===== config.mk =====
export PLATFORM = sky130hd
export DESIGN_NAME = nms_queue
export DESIGN_NICKNAME = d
export VERILOG_FILES = /design/src/design/nms_pkg.sv /design/src/design/nms_queue.sv
export SDC_FILE = /design/constraint.sdc
export NUM_CORES = 1
export LEC_CHECK = 0
export ABC_AREA = 1
export BUFFER_PORTS_ARGS = -buffer_cell sky130_fd_sc_hd__clkbuf_2
export CORE_UTILIZATION = 33
export CTS_BUF_LIST = sky130_fd_sc_hd__clkbuf_16
export CTS_CLUSTER_DIAMETER = 30
export DETAILED_ROUTE_END_ITERATION = 7
export PLACE_DENSITY_LB_ADDON = 0.1
export SETUP_SLACK_MARGIN = 0.5
export SLEW_MARGIN = 0
export SYNTH_ARGS = -nofsm -noshare
export SYNTH_HDL_FRONTEND = slang
export SYNTH_SLANG_ARGS = --single-unit

===== constraint.sdc =====
create_clock -name clk -period 3.6 [get_ports clk]
set_clock_uncertainty 0.15 [all_clocks]
set_input_delay 0 -clock clk [delete_from_list [all_inputs] [get_ports clk]]
set_output_delay 0 -clock clk [all_outputs]
set_load 0.02 [all_outputs]

===== src/design/nms_pkg.sv =====
package nms_pkg;

  // Default build-time sizes
  localparam int MAX_COLS_DEF   = 1024;
  localparam int MAX_ROWS_DEF   = 1024;
  localparam int PIXEL_BITS_DEF = 16;

  // Configuration port
  localparam int CFG_W     = 11;
  localparam int CFG_IDX_W = 2;
  localparam logic [CFG_W-1:0] FRAME_RESET = CFG_W'(1024);

  typedef enum logic [CFG_IDX_W-1:0] {
    REG_FRAME_ROWS = 2'd0,
    REG_FRAME_COLS = 2'd1
  } nms_reg_t;

  // Neighbours in a 3x3 window
  localparam int NEIGHBOURS = 8;

  // Job queue between front and back
  localparam int Q_DEPTH = 4;
  localparam int Q_LVL_W = $clog2(Q_DEPTH + 1);

  // Which decisions one pixel releases, in delivery order a, b, c, d:
  //   a: centre of window, b: right column (row end),
  //   c: bottom row (last row), d: bottom right (last pixel of frame)
  typedef struct packed {
    logic emit_a;
    logic emit_b;
    logic emit_c;
    logic emit_d;
  } nms_emit_t;

  localparam int EMIT_W = $bits(nms_emit_t);

  // Index width for a dimension, at least one bit
  function automatic int idx_bits(input int n);
    return (n > 1) ? $clog2(n) : 1;
  endfunction

endpackage


===== src/design/nms_queue.sv =====
module nms_queue #(
  parameter int WIDTH = 8,
  parameter int DEPTH = nms_pkg::Q_DEPTH,
  parameter int LVL_W = nms_pkg::Q_LVL_W
) (
  input  logic             clk,
  input  logic             rst,
  input  logic             push,
  input  logic [WIDTH-1:0] din,
  input  logic             pop,
  output logic [WIDTH-1:0] dout,
  output logic             head_valid,
  output logic [LVL_W-1:0] level
);

  localparam int PTR_W = (DEPTH > 1) ? $clog2(DEPTH) : 1;

  logic [WIDTH-1:0] slots [DEPTH];
  logic [PTR_W-1:0] wr_ptr;
  logic [PTR_W-1:0] rd_ptr;

  assign dout       = slots[rd_ptr];
  assign head_valid = (level != '0);

  // Pointers and fill level
  always_ff @(posedge clk) begin
    if (rst) begin
      wr_ptr <= '0;
      rd_ptr <= '0;
      level  <= '0;
    end else begin
      if (push) begin
        wr_ptr <= (wr_ptr == PTR_W'(DEPTH - 1)) ? '0 : wr_ptr + 1'b1;
      end
      if (pop) begin
        rd_ptr <= (rd_ptr == PTR_W'(DEPTH - 1)) ? '0 : rd_ptr + 1'b1;
      end
      if (push && !pop) begin
        level <= level + 1'b1;
      end else if (pop && !push) begin
        level <= level - 1'b1;
      end
    end
  end

  // Storage
  always_ff @(posedge clk) begin
    if (push) begin
      slots[wr_ptr] <= din;
    end
  end

endmodule


==> reports/results.txt <==
Status = finished, final reports clean
Worst-path clk slew = 50 ps
Syn Std Cell Area = 0.001650 mm2
Pleak = 0.8474 nW
CTS resizes = 0
CP max FO = 17
Number of global-route vias before repair = 1,028
Yosys reg bits = 41
Initial antenna violation count = 0
Core area = 0.004755 mm2
HP Class = input port to flop
Fmax = 540.0 MHz
Synth cell count leaders = 32 x edfxtp_1, 22 x nor2_1, 16 x inv_1, 16 x o21ai_0
Gpl congestion = 0.7267
Fraction of registers with async set/reset = 0
Vias per inst = 4.300
Routed Antenna Nets = 0
Pre-antenna DRT Iters = 4
H-tree level count = 2
Syn Area/Cell = 12.13 um2
Top-count cell post-synth = edfxtp_1
Clock buffer depth = 2
Worst-Skew Late Latency = 280 ps
Crit Path Class = flop to output pin
Cell Rows = 25
Iter 0 DRT Violations = 73
Worst setup EP type = output pin
Hold_ws = 314.6 ps
Setup_tns = 0 ps
Max-slew violation count = 0
Syn_nets = 155
Overall Global Routing Usage = 0.1243
Ys Warns = 0
PortBufs = 23
Max-slew headroom = 0.6188
Ys flop type = edfxtp_1
Highest ir drop seen on vdd = 0.2340 mV
Total power = 1.185 mW
Leading area contributor after synthesis = edfxtp_1
Initial core utilization = 0.3471
Max Cap Viol = 0
Diode count = 0
First-pass GRT wire length = 4643 um
Area contributors post-synth = edfxtp_1 58%, dfxtp_1 11%, nor2_1 5.0%
Minimum clock period = 1852 ps
Grt total ovfl = 0
Final period utilization = 0.5144
Cells after Synth = 136
Root Driver = clkbuf_16
Via count = 1,045
Power Density = 563.3 mW/mm2
Cts hold-fix bufs = 11
Growth of design area from synthesis to finish = 27.45%
Hold Vio Cnt, Final = 0
Setup Viol. Count Final = 0
Post-synth top area share = 0.5823
CP required = 3450 ps
CP Launch Type = flop
I/O pin count = 24
Sequential element share of the synthesized area = 0.6914
WP data arrival = 1700 ps
Total setup buffers inserted after CTS = 0
Routed WL = 2947 um
CTS Buf Count = 5
Post-DP HPWL = 1940 um
Largest net degree at the start of global routing = 18
RSZ-0062 raised after global routing = false
Clock sinks = 41
Chip width = 72.72 um
Layout cell share with drive strength beyond 1 = 0.1989
Synth unique cells = 18
DR DRC count = 0
CTS tree = done
Routed length per instance = 12.13 um
Full die area = 0.005287 mm2
Pin slew with the least headroom to its limit = 571.0 ps
Die Height = 72.72 um
Post-synth EDFFs = 32
Nets = 194
-- through the flow --
stage               utilization  worst slack (ps)  area (um2)  std cells
global route             0.4424              1541        2103        243
CTS                      0.4424              1734        2103        243
global placement         0.3842              2081        1827        224
finish                   0.4424              1748        2103        243
detailed placement       0.3842              2013        1827        224
floorplan                     -              2228        1650        136
-- power breakdown --
group | leakage [nW] | switching, mW | internal [mW]
combinational | 0.401 | 0.0867 | 0.0512
clock | 0.0775 | 0.168 | 0.324
sequential | 0.369 | 0.0177 | 0.537
-- cell type report --
type	instances	area (um2)
multi-input cells	76	422.9
inverters	17	63.81
clock buffers	5	125.1
flip-flops and latches	41	1141
repair buffers	34	225.2
clock inverters	3	41.29
well taps	67	83.83
fillers	461	2651
-- critical path: stages, from the launching register on --
cell	delay [ps]
dfxtp_1	680
inv_2	270
o21ai_0	220
o22ai_1	90
clkbuf_2	160
-- cell families after synthesis --
kind of cell / after synthesis / synth area share
flops: 41 / 0.6914
fa+ha+maj: 7 / 0.05762
simple gates: 37 / 0.09098
compound gates: 32 / 0.1077
buf+inv: 19 / 0.05231
-- sequential cells by signal, indices dropped and copies added (netlist names), named ones only --
register and cells:
level 3, rd_ptr 2, slots 32, wr_ptr 2
-- placed cells by master, fill, tap and decap left out, drive strengths merged --
cell type	synthesis	routed
a21oi	4	4
bufinv	0	1
clkbuf	0	28
clkinv	0	1
clkinvlp	0	1
dfxtp	9	9
dlygate4sd3	0	11
edfxtp	32	32
fa	1	1
ha	6	6
inv	17	17
nand2	9	9
nand3	1	1
nand4	1	1
nor2	24	24
nor3	2	2
o21ai	20	20
o22ai	8	8
-- path summary, 6_finish.rpt --
kind | slack (ps) | depth (start not counted) | endpoint | startpoint
min reg2reg | 380 | 2 | level[0] | level[0]
min | 310 | 3 | wr_ptr[0] | rst
max | 1750 | 4 | dout[1] | flop
max reg2reg | 2160 | 3 | slots[3][0] | wr_ptr[0]
-- routing by layer --
layer	GRT usage	vias up	routed length, um
li1	-	551	-
met1	0.1440	467	1387
met2	0.2015	20	1380
met3	0.03315	7	110
met4	0.08497	0	68
met5	0	-	0
Power figures use the tool's default switching activity.
