`config.mk`:
```
export PLATFORM = sky130hd
export DESIGN_NAME = nms_back_flat
export DESIGN_NICKNAME = d
export VERILOG_FILES = /design/src/design/nms_pkg.sv /design/src/design/nms_res_if.sv /design/src/design/nms_back.sv /design/src/flat_wrapper.sv
export SDC_FILE = /design/constraint.sdc
export NUM_CORES = 1
export LEC_CHECK = 0
export BUFFER_PORTS_ARGS = -buffer_cell sky130_fd_sc_hd__buf_4
export CAP_MARGIN = 20
export CORE_MARGIN = 2
export CORE_UTILIZATION = 50
export CTS_BUF_LIST = sky130_fd_sc_hd__clkbuf_4 sky130_fd_sc_hd__clkbuf_8
export CTS_CLUSTER_DIAMETER = 80
export DETAILED_ROUTE_END_ITERATION = 8
export PLACE_DENSITY = 0.79
export SLEW_MARGIN = 0
export SYNTH_ARGS = -nofsm -noshare
export SYNTH_HDL_FRONTEND = slang
export SYNTH_SLANG_ARGS = --single-unit
```
`constraint.sdc`:
```
create_clock -name clk -period 5.6 [get_ports clk]
set_input_delay 0.56 -clock clk [delete_from_list [all_inputs] [get_ports clk]]
set_output_delay 0.56 -clock clk [all_outputs]
set_load 0.005 [all_outputs]
```
`src/design/nms_pkg.sv`:
```
package nms_pkg;

  // Default build-time sizes
  localparam int MAX_COLS_DEF   = 1024;
  localparam int MAX_ROWS_DEF   = 1024;
  localparam int PIXEL_BITS_DEF = 16;

  // Configuration port
  localparam int CFG_W     = 11;
  localparam int CFG_IDX_W = 2;
  localparam logic [CFG_W-1:0] FRAME_RESET = CFG_W'(1024);

  typedef enum logic [CFG_IDX_W-1:0] {
    REG_FRAME_ROWS = 2'd0,
    REG_FRAME_COLS = 2'd1
  } nms_reg_t;

  // Neighbours in a 3x3 window
  localparam int NEIGHBOURS = 8;

  // Job queue between front and back
  localparam int Q_DEPTH = 4;
  localparam int Q_LVL_W = $clog2(Q_DEPTH + 1);

  // Which decisions one pixel releases, in delivery order a, b, c, d:
  //   a: centre of window, b: right column (row end),
  //   c: bottom row (last row), d: bottom right (last pixel of frame)
  typedef struct packed {
    logic emit_a;
    logic emit_b;
    logic emit_c;
    logic emit_d;
  } nms_emit_t;

  localparam int EMIT_W = $bits(nms_emit_t);

  // Index width for a dimension, at least one bit
  function automatic int idx_bits(input int n);
    return (n > 1) ? $clog2(n) : 1;
  endfunction

endpackage

```
`src/design/nms_res_if.sv`:
```
interface nms_res_if #(
  parameter int ROW_W      = 10,
  parameter int COL_W      = 10,
  parameter int PIXEL_BITS = nms_pkg::PIXEL_BITS_DEF,
  parameter int CNT_W      = 21
);
  logic                  valid;
  logic                  ready;
  logic [ROW_W-1:0]      pixel_row;
  logic [COL_W-1:0]      pixel_col;
  logic [PIXEL_BITS-1:0] center_value;
  logic                  is_peak;
  logic [CNT_W-1:0]      peak_total;
  logic                  frame_done;

  modport source (output valid, output pixel_row, output pixel_col, output center_value,
                  output is_peak, output peak_total, output frame_done, input ready);
  modport sink   (input valid, input pixel_row, input pixel_col, input center_value,
                  input is_peak, input peak_total, input frame_done, output ready);
endinterface

```
`src/design/nms_back.sv`:
```
module nms_back #(
  parameter int PIXEL_BITS = nms_pkg::PIXEL_BITS_DEF,
  parameter int ROW_W      = 10,
  parameter int COL_W      = 10,
  parameter int CNT_W      = 21,
  parameter int JOB_W      = 9 * 16 + 24
) (
  input  logic             clk,
  input  logic             rst,
  input  logic             restart,
  input  logic             head_valid,
  input  logic [JOB_W-1:0] head,
  output logic             pop,
  nms_res_if.source        res_out
);

  localparam int PB    = PIXEL_BITS;
  localparam int WIN_O = nms_pkg::EMIT_W + COL_W + ROW_W;

  nms_pkg::nms_emit_t emit;
  nms_pkg::nms_emit_t done;
  nms_pkg::nms_emit_t rem;
  nms_pkg::nms_emit_t sel;
  logic [ROW_W-1:0]   job_row;
  logic [COL_W-1:0]   job_col;
  logic [PB-1:0]      w   [3][3];
  logic [PB-1:0]      rw  [3][3];
  logic [PB-1:0]      nb  [3][3];
  logic               cr2;
  logic               cc2;
  logic [ROW_W-1:0]   pr;
  logic [COL_W-1:0]   pc;
  logic [2:0]         row_ok;
  logic [2:0]         col_ok;
  logic [nms_pkg::NEIGHBOURS-1:0] passed;
  logic               peak;
  logic               load;
  logic               last_of_job;
  logic [CNT_W-1:0]   peak_counter;
  logic [CNT_W-1:0]   cnt_new;

  logic               out_valid;
  logic [ROW_W-1:0]   out_row;
  logic [COL_W-1:0]   out_col;
  logic [PB-1:0]      out_value;
  logic               out_peak;
  logic [CNT_W-1:0]   out_total;
  logic               out_done;

  // Unpack the job at the queue head
  always_comb begin
    emit    = nms_pkg::nms_emit_t'(head[nms_pkg::EMIT_W-1:0]);
    job_col = head[nms_pkg::EMIT_W +: COL_W];
    job_row = head[nms_pkg::EMIT_W + COL_W +: ROW_W];
    for (int r = 0; r < 3; r++) begin
      for (int c = 0; c < 3; c++) begin
        w[r][c] = head[WIN_O + (r * 3 + c) * PB +: PB];
      end
    end
  end

  // Next decision of this job, in delivery order
  always_comb begin
    rem        = emit & ~done;
    sel.emit_a = rem.emit_a;
    sel.emit_b = rem.emit_b && !rem.emit_a;
    sel.emit_c = rem.emit_c && !rem.emit_a && !rem.emit_b;
    sel.emit_d = rem.emit_d && !rem.emit_a && !rem.emit_b && !rem.emit_c;
  end

  assign cr2 = sel.emit_c || sel.emit_d;
  assign cc2 = sel.emit_b || sel.emit_d;
  assign pr  = cr2 ? job_row : job_row - 1'b1;
  assign pc  = cc2 ? job_col : job_col - 1'b1;

  // Recentre the window on the pixel being decided
  always_comb begin
    for (int c = 0; c < 3; c++) begin
      rw[0][c] = cr2 ? w[1][c] : w[0][c];
      rw[1][c] = cr2 ? w[2][c] : w[1][c];
      rw[2][c] = w[2][c];
    end
    for (int r = 0; r < 3; r++) begin
      nb[r][0] = cc2 ? rw[r][1] : rw[r][0];
      nb[r][1] = cc2 ? rw[r][2] : rw[r][1];
      nb[r][2] = rw[r][2];
    end
  end

  // Neighbours outside the frame pass
  assign row_ok = {!cr2, 1'b1, pr != '0};
  assign col_ok = {!cc2, 1'b1, pc != '0};

  always_comb begin
    passed[0] = !(row_ok[0] && col_ok[0]) || (nb[1][1] > nb[0][0]);
    passed[1] = !(row_ok[0] && col_ok[1]) || (nb[1][1] > nb[0][1]);
    passed[2] = !(row_ok[0] && col_ok[2]) || (nb[1][1] > nb[0][2]);
    passed[3] = !(row_ok[1] && col_ok[0]) || (nb[1][1] > nb[1][0]);
    passed[4] = !(row_ok[1] && col_ok[2]) || (nb[1][1] > nb[1][2]);
    passed[5] = !(row_ok[2] && col_ok[0]) || (nb[1][1] > nb[2][0]);
    passed[6] = !(row_ok[2] && col_ok[1]) || (nb[1][1] > nb[2][1]);
    passed[7] = !(row_ok[2] && col_ok[2]) || (nb[1][1] > nb[2][2]);
  end

  assign peak        = &passed;
  assign cnt_new     = peak_counter + CNT_W'(peak);
  assign load        = head_valid && (!out_valid || res_out.ready);
  assign last_of_job = ((rem & ~sel) == '0);
  assign pop         = load && last_of_job;

  // Output register control, decision progress and peak count
  always_ff @(posedge clk) begin
    if (rst) begin
      out_valid    <= 1'b0;
      done         <= '0;
      peak_counter <= '0;
    end else begin
      if (load) begin
        out_valid <= 1'b1;
      end else if (res_out.ready) begin
        out_valid <= 1'b0;
      end
      if (load) begin
        done <= last_of_job ? '0 : (done | sel);
      end
      if (restart) begin
        peak_counter <= '0;
      end else if (load) begin
        peak_counter <= sel.emit_d ? '0 : cnt_new;
      end
    end
  end

  // Output payload
  always_ff @(posedge clk) begin
    if (load) begin
      out_row   <= pr;
      out_col   <= pc;
      out_value <= nb[1][1];
      out_peak  <= peak;
      out_total <= cnt_new;
      out_done  <= sel.emit_d;
    end
  end

  assign res_out.valid        = out_valid;
  assign res_out.pixel_row    = out_row;
  assign res_out.pixel_col    = out_col;
  assign res_out.center_value = out_value;
  assign res_out.is_peak      = out_peak;
  assign res_out.peak_total   = out_total;
  assign res_out.frame_done   = out_done;

endmodule

```
`src/flat_wrapper.sv`:
```
// flat-port wrapper written by rule: the top's interface ports become plain ports
module nms_back_flat 
#(
  parameter int PIXEL_BITS = nms_pkg::PIXEL_BITS_DEF,
  parameter int ROW_W      = 10,
  parameter int COL_W      = 10,
  parameter int CNT_W      = 21,
  parameter int JOB_W      = 9 * 16 + 24
)
  (clk, rst, restart, head_valid, head, pop, res_out_valid, res_out_pixel_row, res_out_pixel_col, res_out_center_value, res_out_is_peak, res_out_peak_total, res_out_frame_done, res_out_ready);
  nms_res_if #(.ROW_W(ROW_W), .COL_W(COL_W), .PIXEL_BITS(PIXEL_BITS), .CNT_W(CNT_W)) res_out_i ();
  input  logic clk;
  input  logic rst;
  input  logic restart;
  input  logic head_valid;
  input  logic [JOB_W-1:0] head;
  output logic pop;
  output wire logic [$bits(res_out_i.valid)-1:0] res_out_valid;
  output wire logic [$bits(res_out_i.pixel_row)-1:0] res_out_pixel_row;
  output wire logic [$bits(res_out_i.pixel_col)-1:0] res_out_pixel_col;
  output wire logic [$bits(res_out_i.center_value)-1:0] res_out_center_value;
  output wire logic [$bits(res_out_i.is_peak)-1:0] res_out_is_peak;
  output wire logic [$bits(res_out_i.peak_total)-1:0] res_out_peak_total;
  output wire logic [$bits(res_out_i.frame_done)-1:0] res_out_frame_done;
  input wire logic [$bits(res_out_i.ready)-1:0] res_out_ready;
  assign res_out_valid = res_out_i.valid;
  assign res_out_pixel_row = res_out_i.pixel_row;
  assign res_out_pixel_col = res_out_i.pixel_col;
  assign res_out_center_value = res_out_i.center_value;
  assign res_out_is_peak = res_out_i.is_peak;
  assign res_out_peak_total = res_out_i.peak_total;
  assign res_out_frame_done = res_out_i.frame_done;
  assign res_out_i.ready = res_out_ready;
  nms_back #(.PIXEL_BITS(PIXEL_BITS), .ROW_W(ROW_W), .COL_W(COL_W), .CNT_W(CNT_W), .JOB_W(JOB_W)) u_core (.clk(clk), .rst(rst), .restart(restart), .head_valid(head_valid), .head(head), .pop(pop), .res_out(res_out_i));
endmodule
```
==> results.env, run 1 <==
STATUS='finished, final reports clean'
TIMING.CLOCK.SKEW_PS=6.56
PLACE.DETAILED.HPWL_UM=25300
AVGSYNTHCELLAREA_UM2=8.07
REG2REGPATHDEPTH=25
TIGHTESTPINTRANSITION_PS=699
ROUTABILITYCONGESTION=1.01
FIN_CRIT_PS=5280
GRT_START_MAX_NET_PINS=61
NETLIST-CELL-TYPE-COUNT=73
SYNTHESIS.NETS=1405
VIAS_PER_CELL=6.14
SETUP.WORST_PATH.CLASS='reg2reg'
BOUNDARYPINS=234
YOSYS-TOP-CELLS-AREA='sky130_fd_sc_hd__edfxtp_1, sky130_fd_sc_hd__ha_1, sky130_fd_sc_hd__nand2_1'
GR-USAGE-ALL-LAYERS_PCT=32.7
CLK_PIN_SLEW_WORST_PATHS_PS=90
WORST_HOLD_PATH_CELLS=2
FIRST_PASS_ITERS=6
ANTENNA_FOUND_INITIAL=0
FINALHOLDVIOLATIONS=0
ROUTE.DETAILED.DRC=0
FIRST_GLOBAL_VIAS=9296
CLOCK-SINKS=85
SYNTH_ENABLE_FLOP_CELLS=59
PWR_DENSITY_CELL_nW_PER_UM2=205
PERIOD_SHARE_PCT=94.4
END_KIND='register'
TIMING.FINAL.SETUP_VIOLATIONS=0
DIODES=0
POWER.COMBINATIONAL.FRACTION_PCT=51.0
CLOCK_TREE_FROM_TRITONCTS='done'
POWER_REPORT.INTERNAL_TOTAL_mW=1.47
MAXCAP_VIOLATIONS=0
CLOCK_PATH_BUFFERS=2
LAYOUT_COMMON_CELLS='sky130_fd_sc_hd__buf_4, sky130_fd_sc_hd__nand2_1, sky130_fd_sc_hd__ha_1, sky130_fd_sc_hd__a21oi_1, sky130_fd_sc_hd__nor2_1'
POST_SYN_AREA_UM2=8930
MAXUSEDROUTINGLAYER='met4'
FINAL.FILL_COUNT=1463
POWER_FRAC_SEQ_PCT=30.1
LAYOUT.CELL_AREA.NON_FILLER_UM2=11700
TIMING.CRITICAL_PATH.REQUIRED_PS=5850
SYNTHDOMINANTCELLAREASHARE_PCT=19.8
SYNTH_TOP_AREA_CELL='sky130_fd_sc_hd__edfxtp_1'
CLOCK_TREE.ROOT_CELL='sky130_fd_sc_hd__clkbuf_8'
DETAILROUTE.VIA_COUNT=9738
FP.DIEW_UM=138
TOTAL_SWITCHING_POWER_mW=0.933
DRT-INITIAL-DRC-COUNT=802
MAXIMUM_FANOUT_ENCOUNTERED_ON_THE_CRITICAL_TIMING_PATH=20
REPORT.FINAL.SLEW_VIOL_COUNT=0
NUM_ROWS=48
H-TREE-DEPTH=3
DIEHEIGHT_UM=138
IRDROPWORSTVDD_mV=0.130
NETLIST_INSTANCES=1107
STANDARD_CELL_AREA_AFTER_DETAILED_PLACEMENT_UM2=11300
DRIVE_GT1_SHARE_PCT=26.9
FMAX_GHz=0.189
SYNTH.FF_LATCH_COUNT=85
CP_DATA_ARRIVAL_TIME_PS=5530
CLOCK_LATENCY_PS=370
POSTSYNTH.ASYNCRESETSHARE_PCT=0
LAYOUT-AREA-OVERHEAD-VS-SYNTH_PCT=30.7
LAYOUT.CELLS.MOST_COMMON='sky130_fd_sc_hd__buf_4'
DESIGN.FINAL.NETS=1655
DR_WL_MET3_UM=2830
ANTENNA_NETS_POST_ROUTE=0
SYNTH.YOSYS.SEQ_AREA_SHARE_PCT=25.7
DIE_FOOTPRINT_UM2=19000
POWER.LEAKAGE_nW=5.44
MAX_SLEW_HEADROOM_PCT=53.4
FINALSETUPTNS_PS=0
STARTPOINT_TYPE='register'
POWER.CLOCK.FRACTION_PCT=19.0
WORST_HOLD_SLACK_PS=360
CTS_INSERTED_BUFFERS=9
SWITCHING_SHARE_PCT=38.9
GLOBAL_ROUTE.OVERFLOW_TOTAL=0
MET2_LENGTH_UM=14500
ROUTE.LAYER.MET1.WL_UM=12800
HP-CLASS='in2reg'
PORT-BUFFER-COUNT=233
YS_WARNS=0
INITIAL_UTILIZATION_PCT=51.5
ROUTED_WIRE_LENGTH_PER_INSTANCE_UM=19.7
YS_FLOP_TYPE='sky130_fd_sc_hd__edfxtp_1'
GRT_PASS1_WL_UM=48300
WL_UM=31300
FLOORPLAN.CORE_AREA_UM2=17400
## final timing paths
kind | start | endpoint | slack [ps]
max | u_core.done[3] | u_core.peak_counter[19] | 320
max reg2reg | u_core.done[3] | u_core.peak_counter[19] | 320
min | rst | u_core.res_out.valid | 360
min reg2reg | u_core.peak_counter[0] | u_core.peak_counter[0] | 470
## critical path, stage by stage, from the launching register on
cell	delay [ps]
sky130_fd_sc_hd__dfxtp_1	340
sky130_fd_sc_hd__nand2b_1	290
sky130_fd_sc_hd__o211ai_1	160
sky130_fd_sc_hd__buf_4	160
sky130_fd_sc_hd__buf_12	160
sky130_fd_sc_hd__nand2_1	110
sky130_fd_sc_hd__and3_1	200
sky130_fd_sc_hd__a21oi_2	280
sky130_fd_sc_hd__buf_4	240
sky130_fd_sc_hd__ha_1	170
sky130_fd_sc_hd__nand4_1	120
sky130_fd_sc_hd__nor2_2	170
sky130_fd_sc_hd__nand4_1	220
sky130_fd_sc_hd__o311ai_2	320
sky130_fd_sc_hd__a21bo_1	160
sky130_fd_sc_hd__nand4_1	110
sky130_fd_sc_hd__a211oi_2	290
sky130_fd_sc_hd__ha_2	260
sky130_fd_sc_hd__nand3_1	120
sky130_fd_sc_hd__nor4_2	200
sky130_fd_sc_hd__and3_1	230
sky130_fd_sc_hd__and3_1	200
sky130_fd_sc_hd__and3_1	230
sky130_fd_sc_hd__o21ai_0	100
sky130_fd_sc_hd__a22oi_1	240
sky130_fd_sc_hd__nor2_1	60
## power groups by stage
stage                     registers (mW)  logic, mW  clock network [mW]
after floorplan                    0.740      0.693                   0
after global placement             0.735       1.15                   0
after detailed placement           0.736       1.17                   0
after CTS                          0.722       1.18               0.461
after global routing               0.725       1.34               0.485
final                              0.722       1.22               0.455
## final cells by class
| type | instances | area (um2) | share of cell area [%] |
|---|---|---|---|
| Tap cell | 225 | 282 | 2.41 |
| Clock inverter | 7 | 78.8 | 0.675 |
| Inverter | 31 | 116 | 0.996 |
| Multi-Input combinational cell | 934 | 6470 | 55.4 |
| Clock buffer | 9 | 124 | 1.06 |
| Timing Repair Buffer | 296 | 2320 | 19.8 |
| Sequential cell | 85 | 2290 | 19.6 |
## registers in the layout (all words and copies together), names as in the netlist
signal / count
u_core.done: 4
u_core.res_out.valid: 1
u_core.peak_counter: 21
u_core.res_out.pixel_row: 10
u_core.res_out.frame_done: 1
u_core.res_out.is_peak: 1
u_core.res_out.pixel_col: 10
u_core.res_out.peak_total: 21
u_core.res_out.center_value: 16
## Yosys cell counts (8+ instances only)
| library cell | number |
|---|---|
| sky130_fd_sc_hd__a211oi_1 | 12 |
| sky130_fd_sc_hd__a21o_1 | 32 |
| sky130_fd_sc_hd__a21oi_1 | 122 |
| sky130_fd_sc_hd__a221oi_1 | 27 |
| sky130_fd_sc_hd__a22oi_1 | 8 |
| sky130_fd_sc_hd__a31oi_1 | 10 |
| sky130_fd_sc_hd__and3_1 | 24 |
| sky130_fd_sc_hd__clkbuf_1 | 42 |
| sky130_fd_sc_hd__dfxtp_1 | 26 |
| sky130_fd_sc_hd__edfxtp_1 | 59 |
| sky130_fd_sc_hd__ha_1 | 125 |
| sky130_fd_sc_hd__inv_1 | 29 |
| sky130_fd_sc_hd__mux2i_1 | 46 |
| sky130_fd_sc_hd__nand2_1 | 174 |
| sky130_fd_sc_hd__nand3_1 | 24 |
| sky130_fd_sc_hd__nand4_1 | 24 |
| sky130_fd_sc_hd__nor2_1 | 104 |
| sky130_fd_sc_hd__nor3_1 | 23 |
| sky130_fd_sc_hd__o21ai_0 | 35 |
| sky130_fd_sc_hd__or3_1 | 8 |
| sky130_fd_sc_hd__xnor2_1 | 22 |
| sky130_fd_sc_hd__xor2_1 | 21 |
## cells by family after synthesis
logic type | after synthesis | share of synthesized area (%)
AND/OR/NAND/NOR | 429 | 22.2
AO/OA/AOI/OAI | 290 | 21.1
multiplexers | 47 | 5.28
flip-flops | 85 | 25.7
XOR/XNOR | 43 | 4.22
buffers and inverters | 88 | 3.96
adder cells (fa/ha/maj) | 125 | 17.5
## per-layer routing
layer	up-vias	global-route usage, %
met1	4556	43.3
met4	0	11.6
li1	4595	-
met2	502	54.1
met5	-	0
met3	85	5.19
## repair_timing
item,in CTS,in global routing
endpoints found under the setup margin,1,14
pin swaps,0,3
resized for setup,1,24
setup buffers,0,4
hold buffers,0,0
gates cloned,0,1
## stage by stage
stage	setup slack, ps	util [%]	instances	total power, mW
global placement	-25.6	65.1	1567	1.88
finish	315	67.3	1587	2.40
floorplan	1.86	-	1107	1.43
CTS	38.2	66.3	1583	2.36
global route	-33.8	67.3	1587	2.55
detailed placement	-206	65.1	1567	1.90
No activity file was read; power rests on OpenSTA's default activity.
==> inputs of run 2 (changes only) <==
- CORE_ASPECT_RATIO: unset -> 0.5
- CTS_CLUSTER_DIAMETER: 80 -> unset
- GPL_TIMING_DRIVEN: unset -> 0
==> run 2 against run 1 <==
Against the previous run:
- the run now ends with negative setup slack left
- core utilization rose by 5.2 points
- global-route usage rose by 5.0 points
- via count rose by 7.7%
- largest cell class unchanged
- power rose by 7.8%
==> results.env, run 2 (synthesis results as in run 1) <==
TIMING.CRITICAL_PATH.REQUIRED_PS=5840  # about the same
ANTENNA_FOUND_INITIAL=0  # unchanged
DRIVE_GT1_SHARE_PCT=32.5  # +5.6 points
LAYOUT-AREA-OVERHEAD-VS-SYNTH_PCT=41.5
REPORT.FINAL.SLEW_VIOL_COUNT=0  # unchanged
CLK_PIN_SLEW_WORST_PATHS_PS=90  # about the same
MAXIMUM_FANOUT_ENCOUNTERED_ON_THE_CRITICAL_TIMING_PATH=7  # -65%
GRT_PASS1_WL_UM=55100  # +14%
TIGHTESTPINTRANSITION_PS=938  # +238 ps
PLACE.DETAILED.HPWL_UM=27800  # +9.7%
POST_CTS_HOLD_BUFFERS=0  # unchanged
DIEHEIGHT_UM=98.5  # -28%
FMAX_GHz=0.173  # -8.7%
ROUTE.DETAILED.DRC=0  # unchanged
DESIGN.FINAL.NETS=1723  # +4.1%
DETAILROUTE.VIA_COUNT=10500  # +7.7%
FP.DIEW_UM=193  # +40%
TIMING.CLOCK.SKEW_PS=14.9  # +8.39 ps
CRIT_PATH_START='u_core.done[1]'
MAX_SLEW_HEADROOM_PCT=37.5  # -16 points
CLOCK_TREE_FROM_TRITONCTS='done'
CLOCK_LATENCY_PS=370  # about the same
BOUNDARYPINS=234  # unchanged
GROUTE.LAYER.MET1.USAGE_PCT=50.5  # +7.1 points
LAYOUT_COMMON_CELLS='sky130_fd_sc_hd__buf_4, sky130_fd_sc_hd__nand2_1, sky130_fd_sc_hd__ha_1, sky130_fd_sc_hd__a21oi_1, sky130_fd_sc_hd__nor2_1'
TIMING.REG2REG.SETUP_SLACK_PS=-190  # -500 ps
WL_UM=37600  # +20%
MAXCAP_VIOLATIONS=0  # unchanged
GR-USAGE-MET3_PCT=9.12  # +3.9 points
GR-USAGE-ALL-LAYERS_PCT=37.7  # +5.0 points
MET2_TRACK_UTILIZATION_FROM_GLOBAL_ROUTING_PCT=59.9  # +5.7 points
FINAL.FILL_COUNT=1353  # -7.5%
TIMING.CRITICAL_PATH.TO='u_core.peak_counter[19]'
GRT_START_MAX_NET_PINS=69  # +13%
PERIOD_SHARE_PCT=103  # +9.0 points
FIRST_PASS_ITERS=5  # -1
ROUTABILITYCONGESTION=1.03  # +2.4%
FLOORPLAN.CORE_AREA_UM2=17400  # +0.49%
MOST_CONGESTED_LAYER_REPORTED_BY_GLOBAL_ROUTING='met2'
CTS_INSERTED_BUFFERS=9  # unchanged
CLOCK-SINKS=85  # unchanged
POWER.LEAKAGE_nW=5.81  # +6.9%
DRT-INITIAL-DRC-COUNT=978  # +22%
WORST_HOLD_SLACK_PS=359  # -1.28 ps
VIAS_PER_CELL=6.30  # +2.6%
INITIAL_UTILIZATION_PCT=51.2  # -0.25 points
IRDROPWORSTVDD_mV=0.165  # +27%
AREA_TAKEN_BY_MULTI_INPUT_LOGIC_GATES_UM2=6940  # +7.2%
CLOCK_PATH_BUFFERS=2  # unchanged
STDCELL_COUNT=1665  # +4.9%
TIMING.FINAL.SETUP_VIOLATIONS=6  # +6
FIRST_GLOBAL_VIAS=10200  # +9.2%
DIE_FOOTPRINT_UM2=19000  # +0.35%
POSTLAYOUTSETUPSLACKWORST_PS=-190  # -505 ps
ANTENNA_NETS_POST_ROUTE=0  # unchanged
FIN_CRIT_PS=5790  # +505 ps
FINALHOLDVIOLATIONS=0  # unchanged
WORST_HOLD_PATH_CELLS=2  # unchanged
UNREPAIRED_SETUP_ENDPOINTS_AFTER_GLOBAL_ROUTING='yes'
SETUP.WORST_PATH.CLASS='reg2reg'
PLACED_CELLS_INCL_TAPS=1574  # +0.45%
REGTOREGSTARTPOINT='u_core.done[1]'
NUM_ROWS=34  # -29%
END_KIND='register'
LAYOUT.CELLS.MOST_COMMON='sky130_fd_sc_hd__buf_4'
REGTOREGENDPOINT='u_core.peak_counter[19]'
TIMING.CRITICAL_PATH.MODE_CELL='sky130_fd_sc_hd__and3_4'
STATUS='complete, but fails checks'
ROUTED_WIRE_LENGTH_PER_INSTANCE_UM=22.6  # +14%
CRITPATHMAXSTAGEDELAY_PS=420  # +80 ps
REG2REGPATHDEPTH=26  # +4.0%
GLOBAL_ROUTE.OVERFLOW_TOTAL=0  # unchanged
CRITICAL_PATH.SLOWEST_CELL='sky130_fd_sc_hd__a211oi_2'
AREA_OCCUPIED_BY_REGISTERS_UM2=2290  # +0.11%
FAILED_CHECKS='negative setup slack'
H-TREE-DEPTH=3  # unchanged
PORT-BUFFER-COUNT=232  # -0.43%
HP-CLASS='in2reg'
CLOCK_TREE.ROOT_CELL='sky130_fd_sc_hd__clkbuf_8'
STARTPOINT_TYPE='register'
CP_DATA_ARRIVAL_TIME_PS=6030  # +500 ps
PWR_DENSITY_CELL_nW_PER_UM2=205  # -0.40%
-- run 2: cell types whose count changed in the layout (fill, tap and decap cells not counted), moves of 7 or more --
| cell | previous run | this run |
|---|---|---|
| sky130_fd_sc_hd__a21oi_4 | 5 | 14 |
| sky130_fd_sc_hd__clkbuf_1 | 0 | 13 |
| sky130_fd_sc_hd__mux2i_2 | 10 | 2 |
| sky130_fd_sc_hd__clkbuf_4 | 0 | 8 |
| sky130_fd_sc_hd__mux2i_4 | 1 | 11 |
| sky130_fd_sc_hd__buf_6 | 1 | 8 |
| sky130_fd_sc_hd__a221oi_1 | 27 | 20 |
| sky130_fd_sc_hd__a221oi_2 | 0 | 7 |
| sky130_fd_sc_hd__buf_4 | 288 | 301 |
| sky130_fd_sc_hd__clkbuf_2 | 0 | 15 |
-- run 2: worst min path at each step --
stage,slack [ps],end,start
after detailed placement,470,u_core.done[1],u_core.done[1]
after global routing,350,u_core.res_out.valid,rst
after floorplan,440,u_core.peak_counter[0],u_core.peak_counter[0]
after CTS,360,u_core.res_out.valid,rst
after global placement,440,u_core.peak_counter[0],u_core.peak_counter[0]
final,360,u_core.res_out.valid,rst
-- run 2: where the power goes --
group	total [mW]	switching [mW]	internal, mW	leakage, nW
combinational	1.44	0.798	0.637	4.93
sequential	0.723	0.0113	0.712	0.787
clock	0.428	0.255	0.173	0.0950
total	2.59	1.06	1.52	5.81
-- run 2: area by class of cell --
| class | count | share of cell area, % |
|---|---|---|
| inverters | 31 | 0.921 |
| clock buffers | 9 | 0.980 |
| multi-input cells | 935 | 54.9 |
| diodes | 1 | 0.0198 |
| clock inverters | 7 | 0.495 |
| repair buffers | 307 | 19.1 |
| plain buffers | 56 | 3.14 |
| well taps | 234 | 2.32 |
| flip-flops and latches | 85 | 18.2 |
-- run 2: through the flow --
stage	worst slack [ps]	power, mW	util [%]	cell area, um2	TNS [ps]
6_report	-190	2.59	72.5	12600	-758
5_1_grt	-242	2.72	72.5	12600	-1090
4_1_cts	-23.3	2.44	69.2	12100	-23.3
3_5_place_dp	-2260	1.88	63.2	11000	-64500
3_3_place_gp	-2340	1.84	63.2	11000	-77250
2_1_floorplan	1.86	1.43	-	8980	0
-- run 2: metal layers --
layer,vias up,part of all wire [%]
li1,4747,-
met1,4954,41
met2,668,45
met3,116,11
met4,0,3.4
met5,-,0
-- run 2: repair_timing --
item | CTS | global route
endpoints found under the setup margin | 43 | 21
buffers inserted | 42 | 30
cloned | 2 | 2
pin swaps | 9 | 31
resized for setup | 112 | 83
-- run 2: worst max-delay path: cells and delay by family, from the launching register on --
kind	cells	cell delay (ps)
and+or+nand+nor	10	1850
adders and majority gates	2	620
buffers and inverters	5	810
AOI/OAI and AO/OA	8	1750
DFF	1	330
muxes	1	280
==> inputs of run 3 (changes only) <==
- PLACE_DENSITY: 0.79 -> 0.76
- clock period: 5.6 -> 6.5 ns (I/O delays scaled with it)
==> run 3 against run 2 <==
Against the previous run:
- the flow now finishes without violations
- combinational power is 26% lower
- design area is 9.0% lower
- highest routed layer unchanged
- clock power decreased by 17%
- largest cell class unchanged
- first-iteration DRC count rose by 12%
- die area is the same
- global-route usage decreased by 1.4 points
- critical path type is now in2reg
- power decreased by 21%
- core utilization down 6.5 points
==> results.env, run 3 (synthesis results as in run 1) <==
CP_DATA_ARRIVAL_TIME_PS=6500  # +470 ps
TIMING.CRITICAL_PATH.REQUIRED_PS=6730  # +890 ps
GLOBAL_ROUTE.OVERFLOW_TOTAL=0  # unchanged
GRT_START_MAX_NET_PINS=69  # unchanged
DRT-INITIAL-DRC-COUNT=1096  # +12%
MAXIMUM_FANOUT_ENCOUNTERED_ON_THE_CRITICAL_TIMING_PATH=10  # +3
CRITPATHMAXSTAGEDELAY_PS=660  # +240 ps
FINAL.FILL_COUNT=1500  # +11%
NUM_ROWS=34  # unchanged
STATUS='finished, final reports clean'
FINALSETUPTNS_PS=0  # +758 ps
CLK_PIN_SLEW_WORST_PATHS_PS=80  # about the same
TOTAL_SWITCHING_POWER_mW=0.841  # -21%
DETAILROUTE.VIA_COUNT=10000  # -4.4%
DIEHEIGHT_UM=98.5  # unchanged
DESIGN.FINAL.NETS=1659  # -3.7%
CRITPATHBUFINV=3  # -2
WORST_HOLD_SLACK_PS=455  # +95.3 ps
FIRST_GLOBAL_VIAS=9770  # -3.7%
FIN_UTIL_PCT=66.0  # -6.5 points
STARTPOINT_TYPE='input pin'
PERIOD_SHARE_PCT=96.5
FIN_CRIT_PS=6270
LAYOUT_COMMON_CELLS='sky130_fd_sc_hd__buf_4, sky130_fd_sc_hd__nand2_1, sky130_fd_sc_hd__ha_1, sky130_fd_sc_hd__a21oi_1, sky130_fd_sc_hd__nor2_1'
TIGHTESTPINTRANSITION_PS=909  # -28.9 ps
INITIAL_UTILIZATION_PCT=51.2  # unchanged
PLACE.DETAILED.HPWL_UM=28400  # +2.2%
END_KIND='register'
TIMING.FINAL.SETUP_VIOLATIONS=0  # -6
WL_UM=35000  # -6.8%
GR-USAGE-ALL-LAYERS_PCT=36.3  # -1.4 points
LAYOUT-AREA-OVERHEAD-VS-SYNTH_PCT=28.8
MAXCAP_VIOLATIONS=0  # unchanged
POWER.CLOCK.FRACTION_PCT=17.3  # +0.8 points
CLOCK_PATH_BUFFERS=2  # unchanged
VIAS_PER_CELL=6.27  # -0.51%
PRE_CTS_WS_PS=-1680  # +574 ps
TIMING.CRITICAL_PATH.MODE_CELL='sky130_fd_sc_hd__nand4_1'
FINALHOLDVIOLATIONS=0  # unchanged
TIMING.CRITICAL_PATH.MAX_DELAY_FAMILY='simple AND/OR/NAND/NOR gates'
DESIGN_POWER_TOTAL_mW=2.05  # -21%
CLOCK_TREE_FROM_TRITONCTS='done'
DIODES=0  # -1
ANTENNA_NETS_POST_ROUTE=0  # unchanged
TIMING.CLOCK.SKEW_PS=15.1  # +0.166 ps
POWER.COMBINATIONAL.FRACTION_PCT=52.4  # -3.1 points
FMAX_GHz=0.159
FP.DIEW_UM=193  # unchanged
BOUNDARYPINS=234  # unchanged
POSTLAYOUTSETUPSLACKWORST_PS=225  # +415 ps
HP-CLASS='in2reg'
CLOCK_TREE.ROOT_CELL='sky130_fd_sc_hd__clkbuf_8'
ROUTABILITYCONGESTION=1.06  # +2.3%
CTS_INSERTED_BUFFERS=9  # unchanged
DIE_FOOTPRINT_UM2=19000  # unchanged
ANTENNA_FOUND_INITIAL=0  # unchanged
PORT-BUFFER-COUNT=232  # unchanged
MAX_SLEW_HEADROOM_PCT=37.8  # +0.36 points
SETUP.WORST_PATH.CLASS='in2reg'
CRITICAL_PATH.SLOWEST_CELL='sky130_fd_sc_hd__nor3_1'
POWER_FRAC_SEQ_PCT=30.3  # +2.3 points
ROUTE.DETAILED.DRC=0  # unchanged
CLOCK-SINKS=85  # unchanged
LAYOUT.CELLS.MOST_COMMON='sky130_fd_sc_hd__buf_4'
DRIVE_GT1_SHARE_PCT=24.7  # -7.8 points
H-TREE-DEPTH=3  # unchanged
CLOCK_LATENCY_PS=370  # about the same
REPORT.FINAL.SLEW_VIOL_COUNT=0  # unchanged
FLOORPLAN.CORE_AREA_UM2=17400  # unchanged
ROUTED_WIRE_LENGTH_PER_INSTANCE_UM=21.9  # -3.0%
GRT_PASS1_WL_UM=53100  # -3.6%
IRDROPWORSTVDD_mV=0.123  # -25%
SWITCHING_SHARE_PCT=41.0  # -0.21 points
POWER_REPORT.INTERNAL_TOTAL_mW=1.21  # -20%
FIRST_PASS_ITERS=8  # +3
PWR_DENSITY_CELL_nW_PER_UM2=178  # -13%
TIMING.CRITICAL_PATH.CELLS='buf_4 > nor2b_1 > buf_2 > nor3_1 > clkbuf_1 > a221oi_1 > ha_1 > nand4_1 > nor2_1 > nand4_1 > o311ai_1 > a21bo_1 > nand4_1 > a211oi_2 > ha_1 > ha_2 > nand2_1 > nor2_2 > nand4_1 > nor3_4 > nand3_1 > a21o_1 > a21oi_1 > nor2_1'
POWER.LEAKAGE_nW=5.34  # -8.2%
==> run 3: cell types whose count changed in the layout (fill, tap and decap cells not counted), moves of 5 or more <==
cell / before / now
sky130_fd_sc_hd__a221oi_2: 7 / 0
sky130_fd_sc_hd__ha_1: 118 / 124
sky130_fd_sc_hd__buf_4: 301 / 242
sky130_fd_sc_hd__o21ai_0: 29 / 34
sky130_fd_sc_hd__clkbuf_4: 8 / 1
sky130_fd_sc_hd__ha_4: 6 / 0
sky130_fd_sc_hd__mux2i_4: 11 / 2
sky130_fd_sc_hd__buf_12: 7 / 0
sky130_fd_sc_hd__a221oi_1: 20 / 27
sky130_fd_sc_hd__mux2i_1: 33 / 40
sky130_fd_sc_hd__a21oi_4: 14 / 8
sky130_fd_sc_hd__clkbuf_1: 13 / 26
==> run 3: stage by stage <==
step / cell area [um2] / instances
floorplan: 8930 / 1107
detailed placement: 11100 / 1584
global placement: 11000 / 1573
finish: 11500 / 1600
global route: 11500 / 1600
CTS: 11400 / 1600
==> run 3: final timing paths <==
check	start	to	slack, ps	cells past startpoint
setup / recovery	head[3]	u_core.peak_counter[20]	230	24
hold / removal	rst	u_core.res_out.valid	450	2
setup reg to reg	u_core.done[1]	u_core.peak_counter[20]	270	27
hold reg to reg	u_core.peak_counter[0]	u_core.peak_counter[0]	470	2
==> run 3: power groups by stage <==
stage | Clock (mW) | Sequential [mW] | Combinational, mW
2_1_floorplan | 0 | 0.638 | 0.590
3_3_place_gp | 0 | 0.636 | 0.952
3_5_place_dp | 0 | 0.635 | 1.00
4_1_cts | 0.357 | 0.623 | 1.02
5_1_grt | 0.383 | 0.626 | 1.17
6_report | 0.355 | 0.623 | 1.07
==> run 3: layer usage <==
layer	GRT usage, %	vias up	routed length [um]
li1	-	4621	-
met1	50.5	4740	14800
met2	57.1	571	15400
met3	7.34	92	3870
met4	10.5	0	887
met5	0	-	0
==> run 3: layout make-up <==
class / count / area, um2 / share of cell area (%)
clock inverter: 6 / 45.0 / 0.392
multi-input combinational: 934 / 6500 / 56.5
buffer: 55 / 272 / 2.36
sequential: 85 / 2290 / 19.9
timing repair buffer: 245 / 1850 / 16.1
tap: 234 / 293 / 2.54
inverter: 31 / 116 / 1.01
clock buffer: 10 / 138 / 1.20
==> run 3: what timing repair did <==
| item | in CTS | in global routing |
|---|---|---|
| pin swaps | 0 | 2 |
| setup endpoints to repair | 41 | 16 |
| hold buffers | 0 | 0 |
| buffers inserted | 0 | 2 |
| endpoints found under the hold margin | 0 | 0 |
| resized for setup | 34 | 37 |
